## src/rtl/frame_layout_remapper_defines.svh

```systemverilog
// Assertion macros shared by the frame layout remapper RTL.
// Every macro expects clk and rst_n in scope; no other dependencies.
`ifndef FRAME_LAYOUT_REMAPPER_DEFINES_SVH
`define FRAME_LAYOUT_REMAPPER_DEFINES_SVH

// same-cycle implication
`define FLM_ASSERT_IMP(name, ante, cons) \
  name: assert property (@(posedge clk) disable iff (!rst_n) (ante) |-> (cons)) \
    else $error("frame_layout_remapper: assertion failed");

// next-cycle implication
`define FLM_ASSERT_NXT(name, ante, cons) \
  name: assert property (@(posedge clk) disable iff (!rst_n) (ante) |=> (cons)) \
    else $error("frame_layout_remapper: assertion failed");

`endif

```

## src/rtl/flm_pkg.sv

```systemverilog
// Shared types and constants for the frame layout remapper.
// No dependencies; used by every module under rtl.
package flm_pkg;

  localparam int WORD_W          = 32;
  localparam int DEST_W          = 11;
  localparam int MAX_FRAME_WORDS = 2048;
  // source position only needs to exceed every threshold it is compared against
  localparam int POS_W           = 18;
  localparam int SUM_W           = 18;
  localparam int RXC_W           = 13;
  localparam int RXL_W           = 16;
  localparam int CFG_IDX_W       = 3;
  localparam int CFG_DATA_W      = 9;

  typedef enum logic [CFG_IDX_W-1:0] {
    CFG_LOGICAL_MODE  = 3'd0,
    CFG_CARD_COUNT    = 3'd1,
    CFG_FIRST_CARD    = 3'd2,
    CFG_ROW_COUNT     = 3'd3,
    CFG_COLS_PER_CARD = 3'd4,
    CFG_LOGICAL_COLS  = 3'd5,
    CFG_HEADER_WORDS  = 3'd6,
    CFG_TAIL_WORDS    = 3'd7
  } cfg_idx_t;

  typedef struct packed {
    logic [WORD_W-1:0] word;
    logic              frame_end;
  } in_item_t;

  typedef struct packed {
    logic [DEST_W-1:0] dest_index;
    logic [WORD_W-1:0] out_word;
    logic              write_valid;
    logic              stop_seen;
    logic              frame_done;
  } out_item_t;

  typedef struct packed {
    logic             logical_mode;
    logic [3:0]       card_count;
    logic [2:0]       first_card;
    logic [6:0]       row_count;
    logic [5:0]       cols_per_card;
    logic [8:0]       logical_cols;
    logic [5:0]       header_words;
    logic [5:0]       tail_words;
    logic [RXC_W-1:0] rows_x_cols;
    logic [RXL_W-1:0] rows_x_lcols;
  } cfg_t;

endpackage

```

## src/rtl/flm_cfg.sv

```systemverilog
// Configuration register bank for the frame layout remapper.
// Depends on flm_pkg; also holds the row products used by the tail logic.
module flm_cfg (
  input  logic                            clk,
  input  logic                            rst_n,
  input  logic                            cfg_we,
  input  logic [flm_pkg::CFG_IDX_W-1:0]   cfg_index,
  input  logic [flm_pkg::CFG_DATA_W-1:0]  cfg_wdata,
  output flm_pkg::cfg_t                   cfg
);

  flm_pkg::cfg_t cfg_r;
  flm_pkg::cfg_t cfg_nxt;

  always_comb begin
    cfg_nxt = cfg_r;
    if (cfg_we) begin
      unique case (flm_pkg::cfg_idx_t'(cfg_index))
        flm_pkg::CFG_LOGICAL_MODE:  cfg_nxt.logical_mode  = cfg_wdata[0];
        flm_pkg::CFG_CARD_COUNT:    cfg_nxt.card_count    = cfg_wdata[3:0];
        flm_pkg::CFG_FIRST_CARD:    cfg_nxt.first_card    = cfg_wdata[2:0];
        flm_pkg::CFG_ROW_COUNT:     cfg_nxt.row_count     = cfg_wdata[6:0];
        flm_pkg::CFG_COLS_PER_CARD: cfg_nxt.cols_per_card = cfg_wdata[5:0];
        flm_pkg::CFG_LOGICAL_COLS:  cfg_nxt.logical_cols  = cfg_wdata[8:0];
        flm_pkg::CFG_HEADER_WORDS:  cfg_nxt.header_words  = cfg_wdata[5:0];
        flm_pkg::CFG_TAIL_WORDS:    cfg_nxt.tail_words    = cfg_wdata[5:0];
        default: ;
      endcase
    end
    cfg_nxt.rows_x_cols  = flm_pkg::RXC_W'(cfg_nxt.row_count) *
                           flm_pkg::RXC_W'(cfg_nxt.cols_per_card);
    cfg_nxt.rows_x_lcols = flm_pkg::RXL_W'(cfg_nxt.row_count) *
                           flm_pkg::RXL_W'(cfg_nxt.logical_cols);
  end

  always_ff @(posedge clk) begin
    if (!rst_n) begin
      cfg_r.logical_mode  <= 1'b0;
      cfg_r.card_count    <= 4'd1;
      cfg_r.first_card    <= 3'd0;
      cfg_r.row_count     <= 7'd33;
      cfg_r.cols_per_card <= 6'd8;
      cfg_r.logical_cols  <= 9'd32;
      cfg_r.header_words  <= 6'd43;
      cfg_r.tail_words    <= 6'd1;
      cfg_r.rows_x_cols   <= flm_pkg::RXC_W'(264);
      cfg_r.rows_x_lcols  <= flm_pkg::RXL_W'(1056);
    end else begin
      cfg_r <= cfg_nxt;
    end
  end

  assign cfg = cfg_r;

endmodule

```

## src/rtl/flm_map.sv

```systemverilog
// Position counters and destination index logic for one frame word.
// Depends on flm_pkg and frame_layout_remapper_defines.svh.
`include "frame_layout_remapper_defines.svh"

module flm_map (
  input  logic               clk,
  input  logic               rst_n,
  input  flm_pkg::cfg_t      cfg,
  input  logic               step,
  input  flm_pkg::in_item_t  item,
  output flm_pkg::out_item_t res
);

  logic [flm_pkg::POS_W-1:0] pos_r, pos_nxt;
  logic [3:0]                card_r, card_nxt;
  logic [6:0]                row_r, row_nxt;
  logic [5:0]                col_r, col_nxt;
  logic                      stop_r, stop_nxt;

  logic                      in_data;
  logic [4:0]                card_pos;
  logic [flm_pkg::SUM_W-1:0] dest_data;
  logic [flm_pkg::SUM_W-1:0] data_len;
  logic [flm_pkg::SUM_W-1:0] tail_start;
  logic [flm_pkg::SUM_W-1:0] tail_off;
  logic [flm_pkg::SUM_W-1:0] dest_tail;
  logic                      in_tail;
  logic [flm_pkg::SUM_W-1:0] dest;
  logic                      valid;
  logic                      in_store;
  logic [6:0]                col_inc;
  logic [6:0]                row_inc;

  assign stop_nxt = (pos_r == '0) ? item.word[0] : stop_r;

  assign in_data = (cfg.card_count != '0) && (cfg.row_count != '0) &&
                   (cfg.cols_per_card != '0) && (card_r < cfg.card_count);

  assign card_pos  = 5'(cfg.first_card) + 5'(card_r);
  assign dest_data = flm_pkg::SUM_W'(cfg.header_words)
                   + flm_pkg::SUM_W'(11'(cfg.cols_per_card) * 11'(card_pos))
                   + flm_pkg::SUM_W'(16'(row_r) * 16'(cfg.logical_cols))
                   + flm_pkg::SUM_W'(col_r);

  assign data_len   = flm_pkg::SUM_W'(cfg.rows_x_cols) * flm_pkg::SUM_W'(cfg.card_count);
  assign tail_start = flm_pkg::SUM_W'(cfg.header_words) + data_len;
  assign tail_off   = pos_r - tail_start;
  assign in_tail    = (pos_r >= tail_start) && (tail_off < flm_pkg::SUM_W'(cfg.tail_words));
  assign dest_tail  = flm_pkg::SUM_W'(cfg.header_words)
                    + flm_pkg::SUM_W'(cfg.rows_x_lcols) + tail_off;

  always_comb begin
    dest  = '0;
    valid = 1'b0;
    if (!cfg.logical_mode || (pos_r < flm_pkg::POS_W'(cfg.header_words))) begin
      dest  = pos_r;
      valid = 1'b1;
    end else if (in_data) begin
      dest  = dest_data;
      valid = 1'b1;
    end else if (in_tail) begin
      dest  = dest_tail;
      valid = 1'b1;
    end
  end

  assign in_store = (dest < flm_pkg::SUM_W'(flm_pkg::MAX_FRAME_WORDS));

  always_comb begin
    res.write_valid = valid && in_store;
    res.dest_index  = res.write_valid ? dest[flm_pkg::DEST_W-1:0] : '0;
    res.out_word    = item.word;
    res.stop_seen   = stop_nxt;
    res.frame_done  = item.frame_end;
  end

  assign col_inc = 7'(col_r) + 7'd1;
  assign row_inc = row_r + 7'd1;

  always_comb begin
    card_nxt = card_r;
    row_nxt  = row_r;
    col_nxt  = col_r;
    pos_nxt  = (&pos_r) ? pos_r : pos_r + 1'b1;
    if (cfg.logical_mode && (pos_r >= flm_pkg::POS_W'(cfg.header_words)) && in_data) begin
      col_nxt = col_inc[5:0];
      if (col_inc >= 7'(cfg.cols_per_card)) begin
        col_nxt = '0;
        row_nxt = row_inc;
        if (row_inc >= cfg.row_count) begin
          row_nxt  = '0;
          card_nxt = card_r + 4'd1;
        end
      end
    end
    if (item.frame_end) begin
      pos_nxt  = '0;
      card_nxt = '0;
      row_nxt  = '0;
      col_nxt  = '0;
    end
  end

  always_ff @(posedge clk) begin
    if (!rst_n) begin
      pos_r  <= '0;
      card_r <= '0;
      row_r  <= '0;
      col_r  <= '0;
      stop_r <= 1'b0;
    end else if (step) begin
      pos_r  <= pos_nxt;
      card_r <= card_nxt;
      row_r  <= row_nxt;
      col_r  <= col_nxt;
      stop_r <= stop_nxt;
    end
  end

  `FLM_ASSERT_NXT(a_frame_end_clears, step && item.frame_end, pos_r == '0 && card_r == '0 && row_r == '0 && col_r == '0)
  `FLM_ASSERT_NXT(a_idle_holds, !step, $stable(pos_r) && $stable(stop_r) && $stable(card_r))
  `FLM_ASSERT_NXT(a_stop_capture, step && pos_r == '0, stop_r == $past(item.word[0]))

endmodule

```

## src/rtl/frame_layout_remapper.sv

```systemverilog
// Top level of the frame layout remapper: input register, mapping logic, result register.
// Depends on flm_pkg, flm_cfg, flm_map and frame_layout_remapper_defines.svh.
//
//   channel   ports                              direction
//   input     in_valid, in_stall, in_data        frame words in
//   result    out_valid, out_stall, out_data     frame writes out
//   config    cfg_we, cfg_index, cfg_wdata       register writes in
//
// One item per cycle sustained while out_stall is low.
// The mapping sits between the input register and the result register.
// Synchronous active-low reset empties both registers and zeroes the counters.
// out_stall backs up through the result register to in_stall in the same cycle.
`include "frame_layout_remapper_defines.svh"

module frame_layout_remapper (
  input  logic                            clk,
  input  logic                            rst_n,
  input  logic                            in_valid,
  output logic                            in_stall,
  input  flm_pkg::in_item_t               in_data,
  output logic                            out_valid,
  input  logic                            out_stall,
  output flm_pkg::out_item_t              out_data,
  input  logic                            cfg_we,
  input  logic [flm_pkg::CFG_IDX_W-1:0]   cfg_index,
  input  logic [flm_pkg::CFG_DATA_W-1:0]  cfg_wdata
);

  flm_pkg::cfg_t      cfg;
  logic               a_valid_r;
  flm_pkg::in_item_t  a_data_r;
  logic               out_valid_r;
  flm_pkg::out_item_t out_data_r;
  flm_pkg::out_item_t res;
  logic               a_adv;

  flm_cfg u_cfg (
    .clk       (clk),
    .rst_n     (rst_n),
    .cfg_we    (cfg_we),
    .cfg_index (cfg_index),
    .cfg_wdata (cfg_wdata),
    .cfg       (cfg)
  );

  flm_map u_map (
    .clk   (clk),
    .rst_n (rst_n),
    .cfg   (cfg),
    .step  (a_adv),
    .item  (a_data_r),
    .res   (res)
  );

  assign a_adv    = a_valid_r && (!out_valid_r || !out_stall);
  assign in_stall = a_valid_r && !a_adv;

  always_ff @(posedge clk) begin
    if (!rst_n) begin
      a_valid_r   <= 1'b0;
      out_valid_r <= 1'b0;
    end else begin
      if (!in_stall) begin
        a_valid_r <= in_valid;
      end
      if (!out_valid_r || !out_stall) begin
        out_valid_r <= a_valid_r;
      end
    end
  end

  always_ff @(posedge clk) begin
    if (in_valid && !in_stall) begin
      a_data_r <= in_data;
    end
    if (a_adv) begin
      out_data_r <= res;
    end
  end

  assign out_valid = out_valid_r;
  assign out_data  = out_data_r;

  `FLM_ASSERT_IMP(a_stall_only_when_full, in_stall, a_valid_r && out_valid_r)
  `FLM_ASSERT_NXT(a_advance_fills_result, a_adv, out_valid_r)
  `FLM_ASSERT_NXT(a_stalled_item_held, in_stall, a_valid_r && $stable(a_data_r))

endmodule
```

## config.mk

```make
export PLATFORM = sky130hd
export DESIGN_NAME = frame_layout_remapper
export DESIGN_NICKNAME = d
export VERILOG_FILES = /design/src/rtl/flm_pkg.sv /design/src/rtl/flm_cfg.sv /design/src/rtl/flm_map.sv /design/src/rtl/frame_layout_remapper.sv
export VERILOG_INCLUDE_DIRS = /design/src /design/src/rtl
export SDC_FILE = /design/constraint.sdc
export NUM_CORES = 1
export LEC_CHECK = 0
export BUFFER_PORTS_ARGS = -buffer_cell sky130_fd_sc_hd__buf_2
export CAP_MARGIN = 40
export CORE_MARGIN = 3
export CORE_UTILIZATION = 38
export DETAILED_ROUTE_END_ITERATION = 7
export GPL_ROUTABILITY_DRIVEN = 0
export HOLD_SLACK_MARGIN = 0.12
export PLACE_DENSITY_LB_ADDON = 0.25
export SETUP_SLACK_MARGIN = 0.1
export SKIP_LAST_GASP = 1
export SLEW_MARGIN = 20
export SYNTH_ARGS = -nofsm -noshare
export SYNTH_HDL_FRONTEND = slang
export SYNTH_SLANG_ARGS = --single-unit
```

## constraint.sdc

```tcl
create_clock -name clk -period 9 [get_ports clk]
set_clock_uncertainty 0.1 [all_clocks]
set_input_delay 0.45 -clock clk [delete_from_list [all_inputs] [get_ports clk]]
set_output_delay 0.45 -clock clk [all_outputs]
set_load 0.02 [all_outputs]
```

After elaboration in Yosys (flattened, before gate mapping)
Cells that the tools add are included.
- $add $sub $neg: 12
- $mul: 5
- $lt $le $gt $ge: 8
- equal/unequal tests: 8
- multiplexer cells: 26
- reductions and logical operators: 35
- operator list (operator ; number):
    18-bit 2-to-1 mux ; 5
    18-bit by 6-bit less-than comparator with 1-bit output ; 2
    6-bit 2-to-1 mux ; 6
    7-bit 2-to-1 mux ; 5
    34-bit 2-to-1 mux ; 1
    7-bit by 9-bit multiplier with 16-bit output ; 2
    18-bit by 1-bit adder with 18-bit output, second input constant ; 1
    18-bit by 16-bit adder with 18-bit output ; 1
    18-bit adder ; 1
    18-bit by 6-bit adder with 18-bit output ; 1
    6-bit by 17-bit adder with 18-bit output ; 1
    18-bit greater-or-equal comparator ; 1
    18-bit by 6-bit greater-or-equal comparator with 1-bit output ; 1
    18-bit zero test ; 1
    18-bit by 12-bit less-than comparator with 1-bit output, second input constant ; 1
    18-bit AND reduction ; 1
    18-bit subtractor ; 1
    6-bit by 16-bit adder with 17-bit output ; 1
    13-bit by 4-bit multiplier with 17-bit output ; 1
    4-bit 2-to-1 mux ; 4
    2-bit AND reduction ; 7
    7-bit by 6-bit multiplier with 13-bit output ; 1
    6-bit by 11-bit adder with 12-bit output ; 1
    3-bit equality test, second input constant ; 4
    other kinds (23) ; 43
- register bits after elaboration: 188
- input bits: 50
- output and inout bits: 48
- word-level logic and storage cells: 118

Logic depth before layout (Yosys ltp)
Gate-level depths: netlist of run 1.
- depth after elaboration: 10
- gate-level depth with buffers: 36
- depth with buffers taken out: 33

Hierarchy
A second synthesis of run 1 with hierarchy kept.
- cell total of the unflattened synthesis: 1949
- area, all modules: 18718.0 um^2
- by module, submodules not included (module ; times used ; cells each ; area an instance (um^2) ; sequential area each (um^2)):
    flm_map ; 1 ; 1266 ; 10588.9 ; 720.7
    flm_cfg ; 1 ; 596 ; 5672.9 ; 1421.4
    frame_layout_remapper ; 1 ; 87 ; 2456.1 ; 2412.3

Worst setup path before layout of run 1
No wires, ideal clock.
- kind: reg2reg
- start point: register u_map.card_r[0]
- end point: register out_data_r, in the netlist out_data[42] (data pin)
- library setup time: 0.167 ns
- data arrival time: 7.275 ns
- required time: 8.733 ns
- slack: 1.458 ns
- cell stages (with the launch flop): 32
- buffers on the path: 1
- clock period less this slack: 7.542 ns
- cells stage by stage: dfxtp_1 > ha_1 > fa_1 > a21oi_1 > nor3_1 > fa_1 > inv_1 > fa_1 > fa_1 > inv_1 > ha_1 > inv_1 > o21ai_0 > a21oi_1 > nor2_1 > nor2_1 > xnor2_1 > ha_1 > fa_1 > inv_1 > fa_1 > fa_1 > inv_1 > ha_1 > or3_1 > o221a_2 > o22ai_1 > a31oi_1 > a21oi_1 > a21oi_1 > buf_2 > a211oi_1
- word-level cells in the longest chain between the ends: 9
- elaborated cells on any way between the ends: 13
- those cells by class: 4 x add/sub; 1 x mul; 2 x order compare; 4 x mux; 2 x reduce/logical
- ends and longest elaborated chain (item ; line ; text):
    from (decl) ; flm_map.sv:15 ; logic [3:0] card_r, card_nxt;
    from (signal assigned) ; flm_map.sv:113 ; card_r <= card_nxt;
    3-bit by 4-bit adder with 5-bit output ; flm_map.sv:39 ; assign card_pos = 5'(cfg.first_card) + 5'(card_r);
    6-bit by 5-bit multiplier with 11-bit output ; flm_map.sv:41 ; + flm_pkg::SUM_W'(11'(cfg.cols_per_card) * 11'(card_pos))
    6-bit by 11-bit adder with 12-bit output ; flm_map.sv:41 ;
    18-bit by 16-bit adder with 18-bit output ; flm_map.sv:42 ; + flm_pkg::SUM_W'(16'(row_r) * 16'(cfg.logical_cols))
    18-bit by 6-bit adder with 18-bit output ; flm_map.sv:43 ; + flm_pkg::SUM_W'(col_r);
    18-bit 2-to-1 mux ; flm_map.sv:58 ; end else if (in_data) begin
    18-bit 2-to-1 mux ; flm_map.sv:55 ; if (!cfg.logical_mode || (pos_r < flm_pkg::POS_W'(cfg.header_words))) begin
    18-bit by 12-bit less-than comparator with 1-bit output ; flm_map.sv:67 ; assign in_store = (dest < flm_pkg::SUM_W'(flm_pkg::MAX_FRAME_WORDS));
    1-bit logical AND ; flm_map.sv:70 ; res.write_valid = valid && in_store;
    to (signal assigned) ; frame_layout_remapper.sv:77 ; out_data_r <= res;
    to (decl) ; frame_layout_remapper.sv:33 ; flm_pkg::out_item_t out_data_r;
Several ways; a longest one is shown, not always the timed one.
A chain may end at the register's enable or synchronous reset.

Final worst setup path of run 1
- start point: register u_map.card_r[0]
- end point: register out_data_r, in the netlist out_data[41] (data pin)
Same word-level chain as after synthesis.

==> flow_summary.ini, run 1 <==
[global_routing]
antenna_found_initial = 0
grt_max_degree = 52
grt_pass1_wl_mm = 76.3
grt_usage_pct = 19.1
grt-ovfl-total = 0
grt_pass1_vias = 14200

[timing]
hold_violations = 0
tightest_slew_ns = 0.905
setup_tns_ns = 0
slew_headroom_pct = 39.1
min_period_ns = 8.31
timing.final.crit_share_pct = 92.4
fmax_mhz = 120
rsz0062_at_grt = false
hold-worst-slack_ns = 0.133
maxSlewViolCount = 0
setup_viol = 0

[floorplan]
initial_utilization_pct = 38.7
coreArea_sq_um = 47000
pin_count = 98
die_x_um = 225
dieArea_sq_um = 50500
num_rows = 79
fp.dieH_um = 225

[final_layout]
n_fill_cell = 4499
syn_to_final_growth_pct = 12.1
fin_nets = 2531
final_cell_mix = inv_1, ha_1, nand2_1
layout_commonest_cell = inv_1
drive_gt1_share_pct = 8.86

[yosys]
synth_nets = 2411
netlist_area_sq_um = 18200
ys_dominant_reg_cell = dfxtp_1
synth-seq-cells = 188
yosys_warnings = 0
ys_seq_area_share_pct = 25.0
postSynthAreaPerCell_sq_um = 9.20
async_flop_share_pct = 0
synth_cell_types = 73
syn_inst = 1977
synth-edff-count = 79

[power_and_ir_drop]
peakVddDrop_v = 0.000131
switchingPower_w = 0.000673
comb_power_share_pct = 18.5
internal_power_w = 0.00148
p_seq_share_pct = 43.6
p_sw_share_pct = 31.2
p_clk_share_pct = 37.9
p_leak_nw = 9.73
pwr_density_cell_nw_per_um2 = 106

[critical_path]
crit_fanout = 7
cp-start-kind = flop
worstPathArrival_ns = 8.41
worst_r2r_path_depth = 27
worst_setup_path_end_kind = flop
crit_type = reg -> reg
crit_required_ns = 9.10

[clock_tree]
root_buffer = clkbuf_16
cts_buffer_depth = 2
cts_tree = built
h-tree-depth = 4
clkLatencyLatePin_ns = 0.47
post_cts_buffers = 0
path_clk_slew_ns = 0.10
cts_made_buffers = 17
cts_sinks = 188

[detailed_routing]
avgViaCountPerCell = 5.19
vias = 14100
wl_per_cell_um = 17.4
drc_errors = 0
routed_wirelength_mm = 47.3
ant_nets = 0
drt_pass1_iterations = 5
drt_iter0_markers = 921

[placed_design]
io_buffers = 97
hpwl_mm = 37.8

[worst_hold_path]
hold_class = in -> reg
min_path_cells = 3

[outcome]
outcome = complete, no violations

[flow_run]
drv_cap = 0
[path summary, 6_finish.rpt]
check | from | to | slack, ns
min reg2reg | a_data_r[12] | out_data[14] | 0.32
min | in_valid | a_valid_r | 0.13
max | u_map.card_r[0] | out_data[41] | 0.69
max reg2reg | u_map.card_r[0] | out_data[41] | 0.69
[synth_stat cells (17+ instances only)]
cell / count / area share (%)
a21o_1: 26 / 1.1
a21oi_1: 96 / 2.6
and2_1: 102 / 3.5
clkbuf_1: 33 / 0.68
dfxtp_1: 109 / 12
edfxtp_1: 79 / 13
fa_1: 157 / 17
ha_1: 227 / 16
inv_1: 275 / 5.7
mux2_2: 17 / 1.1
mux2i_1: 37 / 2.0
nand2_1: 190 / 3.9
nand3_1: 24 / 0.66
nor2_1: 177 / 3.7
nor3_1: 30 / 0.83
o21ai_0: 49 / 1.3
xnor2_1: 49 / 2.4
xor2_1: 53 / 2.6
[flip-flops by register name, indices dropped and copies added (netlist names)]
register      count
out_valid         1
u_map.stop_r      1
out_data         46
u_map.col_r       6
u_cfg.cfg        71
a_data_r         33
u_map.pos_r      18
u_map.row_r       7
u_map.card_r      4
a_valid_r         1
[worst max-delay path: stages, from the launching register on]
cell and delay, ns:
dfxtp_1 0.37, ha_1 0.23, fa_1 0.40, xor2_1 0.36, nand2_1 0.13, fa_1 0.48
fa_1 0.52, fa_1 0.54, inv_1 0.04, ha_1 0.32, a21oi_1 0.20, xnor2_1 0.16
fa_1 0.46, fa_1 0.53, fa_1 0.44, fa_1 0.54, inv_1 0.04, ha_1 0.31
nor2b_1 0.13, o21ai_0 0.10, a21oi_1 0.32, o221a_2 0.25, o22ai_1 0.07, a31oi_1 0.20
a21oi_1 0.06, a21oi_1 0.40, clkbuf_2 0.26, a21oi_1 0.06
[metal layers]
layer,vias up,GRT usage (%),wire length (um)
li1,6871,-,-
met1,6899,26.7,22300
met2,302,31.7,22400
met3,37,2.45,1960
met4,0,4.26,700
met5,-,0,0
[cell type report]
type / instances / area (sq um) / area share, %
sequential: 188 / 4550 / 22.3
clock inverter: 15 / 208 / 1.02
antenna: 2 / 5.00 / 0.0245
inverter: 275 / 1030 / 5.06
timing repair buffer: 144 / 946 / 4.64
tap: 607 / 759 / 3.72
clock buffer: 17 / 425 / 2.09
multi-input combinational: 1471 / 12500 / 61.1
[power by group through the flow]
stage,combinational [W],sequential [W],clock (W)
6_report,0.000399,0.000941,0.000816
2_1_floorplan,0.000262,0.000963,0
3_3_place_gp,0.000376,0.000960,0
3_5_place_dp,0.000381,0.000961,0
4_1_cts,0.000396,0.000941,0.000831
5_1_grt,0.000445,0.000944,0.000862
[cell families (layout without fill, tap and decap cells)]
| logic type | count (synthesis) | count (layout) | share of synthesized area, % |
|---|---|---|---|
| AOI/OAI and AO/OA | 305 | 305 | 11.1 |
| xor gates and xnor gates | 102 | 102 | 4.91 |
| adders and majority gates | 384 | 384 | 32.9 |
| buffers and inverters | 318 | 451 | 6.61 |
| DFF | 188 | 188 | 25.0 |
| muxes | 54 | 54 | 3.09 |
| other | 0 | 2 | 0 |
| and+or+nand+nor | 626 | 626 | 16.4 |
[stage by stage]
| stage | power (W) | std cells | instance area, sq um | utilization, % | worst slack, ns |
|---|---|---|---|---|---|
| floorplan | 0.00122 | 1977 | 18200 | - | 1.46 |
| global placement | 0.00134 | 2645 | 19300 | 41.2 | 0.803 |
| detailed placement | 0.00134 | 2650 | 19400 | 41.3 | 0.641 |
| CTS | 0.00217 | 2715 | 20400 | 43.4 | 0.605 |
| global route | 0.00225 | 2717 | 20400 | 43.4 | 0.141 |
| finish | 0.00216 | 2719 | 20400 | 43.4 | 0.688 |
[what timing repair did]
item | 4_1_cts | 5_1_grt
resized for setup | 0 | 0
hold buffers | 33 | 0
hold endpoints to repair | 33 | 0
Note: power is estimated with default switching activity, not from simulation.
==> run 2: changes to the inputs <==
Settings changed: CELL_PAD_IN_SITES_DETAIL_PLACEMENT from default to 1, CELL_PAD_IN_SITES_GLOBAL_PLACEMENT from default to 1.
==> flow_summary.ini, run 2 (synthesized netlist as in run 1, its figures left out) <==
[outcome]
outcome = complete, no violations

[floorplan]
num_rows = 79
initial_utilization_pct = 38.7
dieArea_sq_um = 50500
die_x_um = 225
fp.dieH_um = 225
pin_count = 98
coreArea_sq_um = 47000

[detailed_routing]
vias = 14200
routed_wirelength_mm = 53.7
drc_errors = 0
drt_iter0_markers = 668
wl_per_cell_um = 19.7
avgViaCountPerCell = 5.22
ant_nets = 0
drt_pass1_iterations = 4

[clock_tree]
cts_made_buffers = 17
path_clk_slew_ns = 0.08
cts_tree = built
clkLatencyLatePin_ns = 0.47
cts_buffer_depth = 2
h-tree-depth = 4
root_buffer = clkbuf_16
cts_sinks = 188

[power_and_ir_drop]
p_leak_nw = 9.75
internal_power_w = 0.00147
p_sw_share_pct = 31.4
pwr_density_cell_nw_per_um2 = 105
comb_power_share_pct = 19.3
switchingPower_w = 0.000673
peakVddDrop_v = 0.000127
p_clk_share_pct = 36.8
p_seq_share_pct = 43.9
total_power_w = 0.00214

[final_layout]
layout_commonest_cell = inv_1
n_fill_cell = 5441
fin_area_sq_um = 20400
multi_input_comb_area_sq_um = 12500
antenna_cells = 0
final_cell_mix = inv_1, ha_1, nand2_1
final_cells = 2722
drive_gt1_share_pct = 9.13
fin_nets = 2536
regArea_sq_um = 4550
syn_to_final_growth_pct = 12.3
largest_register_ff_count = 71

[critical_path]
crit_required_ns = 9.10
critical_path.max_stage_delay_ns = 0.54
worst-path-buf-inv = 3
crit_fanout = 7
worstPathArrival_ns = 8.36
cp_slowest_cell = fa_1
crit_top_cell = fa_1
crit_type = reg -> reg
worst_setup_path_end_kind = flop
crit_family = adder cells
cp-start-kind = flop

[global_routing]
use_met2_pct = 38.0
use_met1_pct = 27.9
grt_pass1_wl_mm = 85.2
grt-ovfl-total = 0
antenna_found_initial = 0
grt_max_degree = 57
use_met3_pct = 2.98
grt_pass1_vias = 15300
grt_usage_pct = 21.6
top_usage_layer = met2

[timing]
rsz0062_at_grt = false
setup_tns_ns = 0
hold-worst-slack_ns = 0.190
tightest_slew_ns = 0.831
min_period_ns = 8.26
setup_viol = 0
hold_violations = 0
maxSlewViolCount = 0
fmax_mhz = 121
timing.final.crit_share_pct = 91.8
slew_headroom_pct = 44.6

[placed_design]
io_buffers = 97
dpl_cell_area_sq_um = 19400
dp_cells = 2653
hpwl_mm = 43.3

[flow_run]
drv_cap = 0

[worst_hold_path]
hold_class = in -> reg
==> run 2: final timing paths <==
| check | end | slack (ns) | from | cells after the start |
|---|---|---|---|---|
| setup / recovery | out_data[37] | 0.74 | u_map.card_r[1] | 28 |
| hold / removal | out_valid | 0.19 | out_stall | 3 |
| setup reg to reg | out_data[37] | 0.74 | u_map.card_r[1] | 28 |
| hold reg to reg | out_data[31] | 0.32 | a_data_r[29] | 0 |
==> run 2: final cells by class <==
class                   count  area share, %
inverters                 275           5.05
clock buffers              18           2.20
multi-input cells        1471           61.0
repair buffers            149           4.89
clock inverters            14          0.808
well taps                 607           3.72
flip-flops and latches    188           22.3
==> run 2: power groups by stage <==
stage / sequential (W) / clock (W) / combinational (W)
6_report: 0.000941 / 0.000788 / 0.000413
3_3_place_gp: 0.000959 / 0 / 0.000382
2_1_floorplan: 0.000963 / 0 / 0.000262
4_1_cts: 0.000942 / 0.000813 / 0.000413
5_1_grt: 0.000945 / 0.000843 / 0.000458
3_5_place_dp: 0.000962 / 0 / 0.000398
==> run 2: repair_timing <==
item                                   4_1_cts  5_1_grt
gates resized for setup                      0        2
setup endpoints to repair                    0        7
hold buffers                                34        0
endpoints found under the hold margin       34        0
setup buffers                                0        0
==> run 2: per-stage QoR <==
step                      setup slack (ns)  utilization [%]
after global placement               0.691             41.2
after global routing                 0.159             43.5
after detailed placement             0.499             41.4
after floorplan                       1.46                -
after CTS                            0.483             43.4
final                                0.742             43.5
==> run 2: metal layers <==
metal | part of all wire [%] | vias to the layer above | routed length [um]
li1 | - | 6879 | -
met1 | 45 | 7103 | 24100
met2 | 50 | 170 | 27100
met3 | 2.5 | 64 | 1360
met4 | 2.1 | 0 | 1140
met5 | 0 | - | 0
==> run 2: worst min-delay path, stage by stage <==
cell and delay [ns]:
buf_2 0.12, a21oi_1 0.07, nor2_1 0.07
